`config.mk`:
```
export PLATFORM = sky130hd
export DESIGN_NAME = sha256_hasher
export DESIGN_NICKNAME = d
export VERILOG_FILES = /design/src/rtl/sha256_pkg.sv /design/src/rtl/sha256_sched.sv /design/src/rtl/sha256_core.sv /design/src/rtl/sha256_hasher.sv
export VERILOG_INCLUDE_DIRS = /design/src /design/src/rtl
export SDC_FILE = /design/constraint.sdc
export NUM_CORES = 2
export LEC_CHECK = 0
export BUFFER_PORTS_ARGS = -buffer_cell sky130_fd_sc_hd__clkbuf_2
export CAP_MARGIN = 20
export CORE_ASPECT_RATIO = 0.5
export CORE_MARGIN = 2
export CORE_UTILIZATION = 45
export DETAILED_ROUTE_END_ITERATION = 10
export PLACE_DENSITY_LB_ADDON = 0.12
export SLEW_MARGIN = 40
export SYNTH_ARGS = -nofsm -noshare
export SYNTH_HDL_FRONTEND = slang
export SYNTH_SLANG_ARGS = --single-unit
export TNS_END_PERCENT = 100
```
`constraint.sdc`:
```
create_clock -name clk -period 41.7 [get_ports clk]
set_input_delay 2.085 -clock clk [delete_from_list [all_inputs] [get_ports clk]]
set_output_delay 2.085 -clock clk [all_outputs]
set_load 0.05 [all_outputs]
```
`src/rtl/assert_macros.svh`:
```
// ----------------------------------------------------------------------------
// assert_macros
// Assertion macros shared by the hashing RTL.
// ----------------------------------------------------------------------------
`ifndef ASSERT_MACROS_SVH
`define ASSERT_MACROS_SVH

// Same-cycle implication.
`define SHA_ASSERT_IMP(name, clk, rst, pre, post) \
  name: assert property (@(posedge clk) disable iff (rst) (pre) |-> (post)) \
    else $error("assertion failed");

// Next-cycle implication.
`define SHA_ASSERT_NXT(name, clk, rst, pre, post) \
  name: assert property (@(posedge clk) disable iff (rst) (pre) |=> (post)) \
    else $error("assertion failed");

`endif

```
`src/rtl/sha256_pkg.sv`:
```
// ----------------------------------------------------------------------------
// sha256_pkg
// Beat types, control structs, round constants and round functions for the
// SHA-256 hasher.
// ----------------------------------------------------------------------------
package sha256_pkg;

  typedef logic [31:0] word_t;

  typedef struct packed {
    logic [7:0] msg_byte;
    logic       byte_valid;
    logic       end_of_message;
  } msg_t;

  typedef struct packed {
    logic [31:0] digest_word;
    logic [2:0]  word_index;
    logic        last_word;
  } dgst_t;

  typedef struct packed {
    logic       shift_byte;
    logic [7:0] bdata;
    logic       step;
  } sched_ctl_t;

  typedef struct packed {
    logic       init;
    logic       load;
    logic       round;
    logic       fold;
    logic [5:0] rnd;
    logic [2:0] sel;
  } core_ctl_t;

  localparam logic [7:0] PAD_MARK = 8'h80;
  localparam logic [5:0] LEN_POS  = 6'd56;
  localparam logic [5:0] LAST_POS = 6'd63;

  localparam word_t INIT_H [8] = '{
    32'h6a09e667, 32'hbb67ae85, 32'h3c6ef372, 32'ha54ff53a,
    32'h510e527f, 32'h9b05688c, 32'h1f83d9ab, 32'h5be0cd19
  };

  localparam word_t ROUND_K [64] = '{
    32'h428a2f98, 32'h71374491, 32'hb5c0fbcf, 32'he9b5dba5,
    32'h3956c25b, 32'h59f111f1, 32'h923f82a4, 32'hab1c5ed5,
    32'hd807aa98, 32'h12835b01, 32'h243185be, 32'h550c7dc3,
    32'h72be5d74, 32'h80deb1fe, 32'h9bdc06a7, 32'hc19bf174,
    32'he49b69c1, 32'hefbe4786, 32'h0fc19dc6, 32'h240ca1cc,
    32'h2de92c6f, 32'h4a7484aa, 32'h5cb0a9dc, 32'h76f988da,
    32'h983e5152, 32'ha831c66d, 32'hb00327c8, 32'hbf597fc7,
    32'hc6e00bf3, 32'hd5a79147, 32'h06ca6351, 32'h14292967,
    32'h27b70a85, 32'h2e1b2138, 32'h4d2c6dfc, 32'h53380d13,
    32'h650a7354, 32'h766a0abb, 32'h81c2c92e, 32'h92722c85,
    32'ha2bfe8a1, 32'ha81a664b, 32'hc24b8b70, 32'hc76c51a3,
    32'hd192e819, 32'hd6990624, 32'hf40e3585, 32'h106aa070,
    32'h19a4c116, 32'h1e376c08, 32'h2748774c, 32'h34b0bcb5,
    32'h391c0cb3, 32'h4ed8aa4a, 32'h5b9cca4f, 32'h682e6ff3,
    32'h748f82ee, 32'h78a5636f, 32'h84c87814, 32'h8cc70208,
    32'h90befffa, 32'ha4506ceb, 32'hbef9a3f7, 32'hc67178f2
  };

  function automatic word_t rotr(input word_t x, input int unsigned n);
    return (x >> n) | (x << (32 - n));
  endfunction

  function automatic word_t small_sig0(input word_t x);
    return rotr(x, 7) ^ rotr(x, 18) ^ (x >> 3);
  endfunction

  function automatic word_t small_sig1(input word_t x);
    return rotr(x, 17) ^ rotr(x, 19) ^ (x >> 10);
  endfunction

  function automatic word_t big_sig0(input word_t x);
    return rotr(x, 2) ^ rotr(x, 13) ^ rotr(x, 22);
  endfunction

  function automatic word_t big_sig1(input word_t x);
    return rotr(x, 6) ^ rotr(x, 11) ^ rotr(x, 25);
  endfunction

  function automatic word_t choose(input word_t e, input word_t f, input word_t g);
    return (e & f) ^ (~e & g);
  endfunction

  function automatic word_t major(input word_t a, input word_t b, input word_t c);
    return (a & b) ^ (a & c) ^ (b & c);
  endfunction

endpackage

```
`src/rtl/sha256_sched.sv`:
```
// ----------------------------------------------------------------------------
// sha256_sched
// Block buffer and message schedule window: bytes shift in during fill, and
// each round shifts out one schedule word while the next one is formed.
// ----------------------------------------------------------------------------
module sha256_sched (
  input  logic                   clk,
  input  sha256_pkg::sched_ctl_t ctl,
  output sha256_pkg::word_t      w_cur
);
  import sha256_pkg::*;

  logic [511:0] blk;
  word_t        w_new;

  assign w_cur = blk[511:480];
  assign w_new = blk[511:480] + small_sig0(blk[479:448]) + blk[223:192]
               + small_sig1(blk[63:32]);

  always_ff @(posedge clk) begin
    if (ctl.shift_byte) begin
      blk <= {blk[503:0], ctl.bdata};
    end else if (ctl.step) begin
      blk <= {blk[479:0], w_new};
    end
  end

endmodule

```
`src/rtl/sha256_core.sv`:
```
// ----------------------------------------------------------------------------
// sha256_core
// Chaining words and the shared round unit: one compression round per cycle,
// then a fold of the working words into the chaining words.
// ----------------------------------------------------------------------------
module sha256_core (
  input  logic                  clk,
  input  logic                  rst,
  input  sha256_pkg::core_ctl_t ctl,
  input  sha256_pkg::word_t     w_cur,
  output sha256_pkg::word_t     dword
);
  import sha256_pkg::*;

  word_t chain [8];
  word_t v [8];
  word_t t1;
  word_t t2;

  assign t1 = v[7] + big_sig1(v[4]) + choose(v[4], v[5], v[6]) + ROUND_K[ctl.rnd] + w_cur;
  assign t2 = big_sig0(v[0]) + major(v[0], v[1], v[2]);
  assign dword = chain[ctl.sel];

  always_ff @(posedge clk) begin
    if (rst || ctl.init) begin
      chain <= INIT_H;
    end else if (ctl.fold) begin
      for (int i = 0; i < 8; i++) begin
        chain[i] <= chain[i] + v[i];
      end
    end
  end

  always_ff @(posedge clk) begin
    if (ctl.load) begin
      v <= chain;
    end else if (ctl.round) begin
      v[7] <= v[6];
      v[6] <= v[5];
      v[5] <= v[4];
      v[4] <= v[3] + t1;
      v[3] <= v[2];
      v[2] <= v[1];
      v[1] <= v[0];
      v[0] <= t1 + t2;
    end
  end

endmodule

```
`src/rtl/sha256_hasher.sv`:
```
// ----------------------------------------------------------------------------
// sha256_hasher
// SHA-256 over a byte stream with end marker; emits eight digest words.
// ----------------------------------------------------------------------------
//  channel   beat      handshake                meaning
//  msg       msg_t     msg_valid / msg_ready    one byte and/or end of message
//  dgst      dgst_t    dgst_valid / dgst_ready  one 32-bit digest word
//
//  Bytes go in one per cycle while msg_ready is high; a full block is then
//  compressed round by round in the single round unit and folded.
//  The end beat adds padding bytes (9 to 64, or 65 to 72 with an extra block)
//  at one per cycle, each block's compression, then eight digest beats.
//  msg_ready is low while padding, compressing or emitting; a stalled digest
//  word holds the sequencer only during the digest phase.
// ----------------------------------------------------------------------------
`include "assert_macros.svh"

module sha256_hasher (
  input  logic              clk,
  input  logic              rst,
  input  logic              msg_valid,
  output logic              msg_ready,
  input  sha256_pkg::msg_t  msg_beat,
  output logic              dgst_valid,
  input  logic              dgst_ready,
  output sha256_pkg::dgst_t dgst_beat
);
  import sha256_pkg::*;

  typedef enum logic [4:0] {
    ST_IDLE   = 5'b00001,
    ST_PAD    = 5'b00010,
    ST_ROUNDS = 5'b00100,
    ST_FOLD   = 5'b01000,
    ST_EMIT   = 5'b10000
  } state_t;

  state_t      state;
  logic [5:0]  fill;
  logic [63:0] bitlen;
  logic [5:0]  rnd;
  logic        msg_end;
  logic        marked;
  logic        two_block;
  logic        len_done;
  logic [2:0]  osel;

  logic        msg_fire;
  logic        is_len;
  logic        pad_tail;
  logic [7:0]  pad_byte;
  logic        enter_rounds;
  logic        emit_load;
  sched_ctl_t  sctl;
  core_ctl_t   cctl;
  word_t       w_cur;
  word_t       dword;

  assign msg_ready    = (state == ST_IDLE);
  assign msg_fire     = msg_valid && msg_ready;
  assign is_len       = marked && (fill >= LEN_POS) && !two_block;
  assign pad_tail     = (state == ST_PAD) && (fill == LAST_POS);
  assign pad_byte     = !marked ? PAD_MARK : (is_len ? bitlen[63:56] : 8'h00);
  assign emit_load    = (state == ST_EMIT) && (!dgst_valid || dgst_ready);

  assign sctl.shift_byte = (msg_fire && msg_beat.byte_valid) || (state == ST_PAD);
  assign sctl.bdata      = (state == ST_PAD) ? pad_byte : msg_beat.msg_byte;
  assign sctl.step       = (state == ST_ROUNDS);

  assign enter_rounds = sctl.shift_byte && (fill == LAST_POS);

  assign cctl.init  = emit_load && (osel == 3'd7);
  assign cctl.load  = enter_rounds;
  assign cctl.round = (state == ST_ROUNDS);
  assign cctl.fold  = (state == ST_FOLD);
  assign cctl.rnd   = rnd;
  assign cctl.sel   = osel;

  sha256_sched u_sched (
    .clk   (clk),
    .ctl   (sctl),
    .w_cur (w_cur)
  );

  sha256_core u_core (
    .clk   (clk),
    .rst   (rst),
    .ctl   (cctl),
    .w_cur (w_cur),
    .dword (dword)
  );

  always_ff @(posedge clk) begin
    if (rst) begin
      state      <= ST_IDLE;
      fill       <= '0;
      bitlen     <= '0;
      rnd        <= '0;
      msg_end    <= 1'b0;
      marked     <= 1'b0;
      two_block  <= 1'b0;
      len_done   <= 1'b0;
      osel       <= '0;
    end else begin
      case (state)
        ST_IDLE: begin
          if (msg_fire) begin
            msg_end <= msg_beat.end_of_message;
            if (msg_beat.byte_valid) begin
              fill   <= fill + 6'd1;
              bitlen <= bitlen + 64'd8;
            end
            if (enter_rounds) begin
              state <= ST_ROUNDS;
            end else if (msg_beat.end_of_message) begin
              state <= ST_PAD;
            end
          end
        end
        ST_PAD: begin
          fill <= fill + 6'd1;
          if (!marked) begin
            marked <= 1'b1;
            if (fill != LAST_POS) begin
              two_block <= (fill >= LEN_POS);
            end
          end else if (is_len) begin
            bitlen <= {bitlen[55:0], bitlen[63:56]};
            if (fill == LAST_POS) begin
              len_done <= 1'b1;
            end
          end
          if (fill == LAST_POS) begin
            two_block <= 1'b0;
            state     <= ST_ROUNDS;
          end
        end
        ST_ROUNDS: begin
          rnd <= rnd + 6'd1;
          if (rnd == 6'd63) begin
            state <= ST_FOLD;
          end
        end
        ST_FOLD: begin
          if (len_done) begin
            state <= ST_EMIT;
          end else if (msg_end) begin
            state <= ST_PAD;
          end else begin
            state <= ST_IDLE;
          end
        end
        ST_EMIT: begin
          if (emit_load) begin
            osel <= osel + 3'd1;
            if (osel == 3'd7) begin
              state    <= ST_IDLE;
              fill     <= '0;
              bitlen   <= '0;
              msg_end  <= 1'b0;
              marked   <= 1'b0;
              len_done <= 1'b0;
            end
          end
        end
        default: begin
          state <= ST_IDLE;
        end
      endcase
    end
  end

  always_ff @(posedge clk) begin
    if (rst) begin
      dgst_valid <= 1'b0;
    end else if (emit_load) begin
      dgst_valid <= 1'b1;
    end else if (dgst_ready) begin
      dgst_valid <= 1'b0;
    end
  end

  always_ff @(posedge clk) begin
    if (emit_load) begin
      dgst_beat.digest_word <= dword;
      dgst_beat.word_index  <= osel;
      dgst_beat.last_word   <= (osel == 3'd7);
    end
  end

  `SHA_ASSERT_NXT(a_rounds_end, clk, rst, state == ST_ROUNDS && rnd == 6'd63, state == ST_FOLD)
  `SHA_ASSERT_NXT(a_len_tail, clk, rst, pad_tail && is_len, state == ST_ROUNDS && len_done)
  `SHA_ASSERT_IMP(a_rnd_start, clk, rst, enter_rounds, rnd == 6'd0)
  `SHA_ASSERT_NXT(a_msg_clear, clk, rst, cctl.init, state == ST_IDLE && fill == 6'd0 && bitlen == 64'd0)

endmodule
```
==> impl_metrics.toml <==
[status]
outcome = "completed"

[clock_network]
cts.sinks = 1149
hold_buffers = 0
clk_latency_ns = 0.76
clk_pin_slew_ns = 0.07
cts_buffers = 112
h-tree-depth = 3
cts_buffer_depth = 3
cts_tree = "done"
cts_setup_buffers = 0
cts_resized = 0
cts-root-buf = "clkbuf_16"

[timing]
skew_ns = 0.0348
slew_violations = 0
grt_setup_unrepaired = "false"
whs_ns = 0.495
worst_pin_slew_ns = 0.870
finalSetupViolations = 0
hold_violations = 0
timing.final.crit_period_ns = 10.35
setup_slack_ns = 31.35
tns_ns = 0
min_period_over_period_pct = 24.8
max_freq_mhz = 96.6
relSlewSlack_pct = 42.0

[logic_synthesis]
synth_cells = 8603
syn-num-nets = 9210
yosysTopAreaCellShare_pct = 31.6
synth.distinct_cells = 107
ys.flop_type = "edfxtp_1"
synth_top_cell_by_area = "edfxtp_1"
yosysWarningCount = 0
ys_ff_latch = 1149
synth_area_leaders = "edfxtp_1 (32%), nand2_1 (13%), dfxtp_1 (9.0%), ha_1 (6.5%), fa_1 (5.1%)"
syn_area_mm2 = 0.0765
synth-edff-count = 804
yosysSeqAreaShare_pct = 40.6
synth.avg_cell_area_um2 = 8.89
synthArstFlopShare_pct = 0

[worst_setup_path]
crit_required_ns = 42.16
r2r_slack_ns = 31.35
cp_slowest_cell = "ha_1"
path_class = "reg -> reg"
arrival_ns = 10.82
end_kind = "flop"
cp_max_fo = 27
worst_r2r_path_depth = 38
critPathMaxStageDelay_ns = 0.86
r2r-end = "u_core.v[255]"
critPathLaunchType = "flop"
path_common_cell = "inv_1"
r2r-start = "rnd[0]"

[floorplan]
row_count = 106
initial_core_util_pct = 45.5
fp.coreArea_mm2 = 0.168
chipWidth_um = 587
io_pins = 52
die_y_um = 296
die-area_mm2 = 0.174

[global_routing]
grt_pass1_wl_um = 367000
grt_max_degree = 157
antenna_found_initial = 8
overflow = 0
gr-usage-all-layers_pct = 27.7
grt_pass1_vias = 57500

[placed_design]
portBuffers = 51
gp_congestion = 0.988
dp.cells = 10500
dpl_worst_slack_ns = 31.55
dpl.hpwl_um = 177000

[final_layout]
n_fill_cell = 16000
fin_nets = 8961
area_delta_synth_final_pct = 8.04
finalNonFillerCells = 10700
drive_gt1_share_pct = 6.45

[drt]
drcViolationCount = 0
viasPerCell = 5.74
routed_wl_um = 244000
wl_per_cell_um = 22.7
vias = 61600
dr.pass1.iters = 6
drtIter0Drc = 6628
ant_nets = 0

[min_path]
hold_path_class = "reg -> reg"
hold_depth = 2
hold_path.startpoint = "u_core.chain[155]"
holdPathEnd = "u_core.chain[155]"

[run]
max_cap_viol_count = 0

[power]
power.density_mw_per_mm2 = 62.1
p_leak_nw = 33.8
ir_drop_mv = 0.0629
critical path: cells and delay by family, from the launching register on:
kind	cells	cell delay (ns)
adders and majority gates	8	3.81
DFF	1	0.31
buffers and inverters	8	1.24
and+or+nand+nor	6	1.14
xor gates and xnor gates	2	0.37
AOI/OAI and AO/OA	14	3.14
stage by stage:
stage | total power [mW] | utilization [%] | area [µm²]
final | 5.13 | 49.2 | 82700
after global routing | 5.48 | 49.2 | 82700
after CTS | 5.13 | 49.1 | 82600
after detailed placement | 3.99 | 46.8 | 78700
after global placement | 3.98 | 46.7 | 78400
after floorplan | 3.43 | - | 76500
metal layers:
metal	vias to the layer above	routed length, µm	GRT usage (%)
met5	-	13	0
met4	2	7120	7.73
met3	346	17900	3.90
met2	2084	103000	41.1
met1	29900	116000	41.8
li1	29200	-	-
sequential cells by signal, indices dropped and copies added (netlist names):
| signal | count |
|---|---|
| u_core.chain | 256 |
| dgst_valid | 1 |
| dgst_beat | 36 |
| state | 5 |
| rnd | 6 |
| osel | 3 |
| u_sched.blk | 512 |
| len_done | 1 |
| bitlen | 64 |
| fill | 6 |
| u_core.v | 256 |
| msg_end | 1 |
| two_block | 1 |
| marked | 1 |
how the worst max path moves through the flow:
stage | slack [ns] | depth (start not counted) | endpoint | from
3_5_place_dp | 31.55 | 38 | u_core.v[255] | rnd[0]
2_1_floorplan | 26.57 | 6 | u_sched.blk[0] | msg_valid
4_1_cts | 31.51 | 38 | u_core.v[255] | rnd[0]
3_3_place_gp | 31.57 | 38 | u_core.v[255] | rnd[0]
5_1_grt | 30.79 | 38 | u_core.v[255] | rnd[0]
6_report | 31.35 | 38 | u_core.v[255] | rnd[0]
layout by cell type (no fill, tap or decap), types with 32 or more instances in the layout:
cell type,n
nand2_1,2572
edfxtp_1,804
a21oi_1,538
o21ai_0,408
ha_1,398
xnor2_1,388
nor2_1,380
dfxtp_1,338
inv_1,289
fa_1,195
xor2_1,190
a21o_1,187
nand3_1,135
clkbuf_16,114
nor3_1,108
o211ai_1,104
mux4_2,68
nand2b_1,66
o21a_1,65
buf_4,63
a211oi_1,57
nor2b_1,56
mux2_2,53
clkbuf_2,50
and3_1,49
a31oi_1,44
or3_1,40
o21bai_1,40
a221oi_1,38
o31ai_1,33
nand4_1,32
kinds of logic (layout without fill, tap and decap cells):
group	Yosys count	count (layout)	synth area share, %
mux	146	146	3.11
flops	1149	1149	40.6
other cells	0	1	0
fa+ha+maj	615	615	11.9
compound gates	1726	1726	14.2
xor+xnor	581	581	6.69
buf+inv	799	649	3.99
simple gates	3587	3587	19.6
cells in the mapped netlist, types with 23 or more instances:
master	number
mux4_2	68
nor2_1	384
and2_1	25
nor2b_1	56
fa_1	195
a221oi_1	38
nand2_1	2576
buf_1	39
o21bai_1	40
xnor2_1	389
nor3_1	108
o21a_1	66
a21oi_1	540
or3_1	40
a21o_1	187
a22oi_1	23
nand3_1	135
dfxtp_1	345
o31ai_1	33
a31oi_1	45
and3_1	49
o21ai_0	408
buf_2	27
mux2_2	53
nand4_1	32
inv_1	291
edfxtp_1	804
clkbuf_1	435
nand2b_1	67
mux2i_1	25
xor2_1	190
o211ai_1	104
ha_1	398
a211oi_1	57
final cells by class:
| cell class | count | area (µm²) | share of cell area, % |
|---|---|---|---|
| multi-input cells | 6655 | 42500 | 51.5 |
| flip-flops and latches | 1149 | 31100 | 37.6 |
| clock buffers | 140 | 3040 | 3.68 |
| well taps | 2268 | 2840 | 3.43 |
| repair buffers | 143 | 1220 | 1.48 |
| inverters | 293 | 1100 | 1.33 |
| clock inverters | 73 | 845 | 1.02 |
| diodes | 1 | 2.50 | 0.00303 |
power by group:
group | leakage [nW] | internal, mW | switching (mW) | total (mW)
Sequential | 10.2 | 1.50 | 0.126 | 1.63
Combinational | 21.7 | 0.958 | 1.43 | 2.38
Clock | 1.91 | 0.620 | 0.498 | 1.12
Total | 33.8 | 3.08 | 2.05 | 5.13
Note: power is estimated with default switching activity, not from simulation.
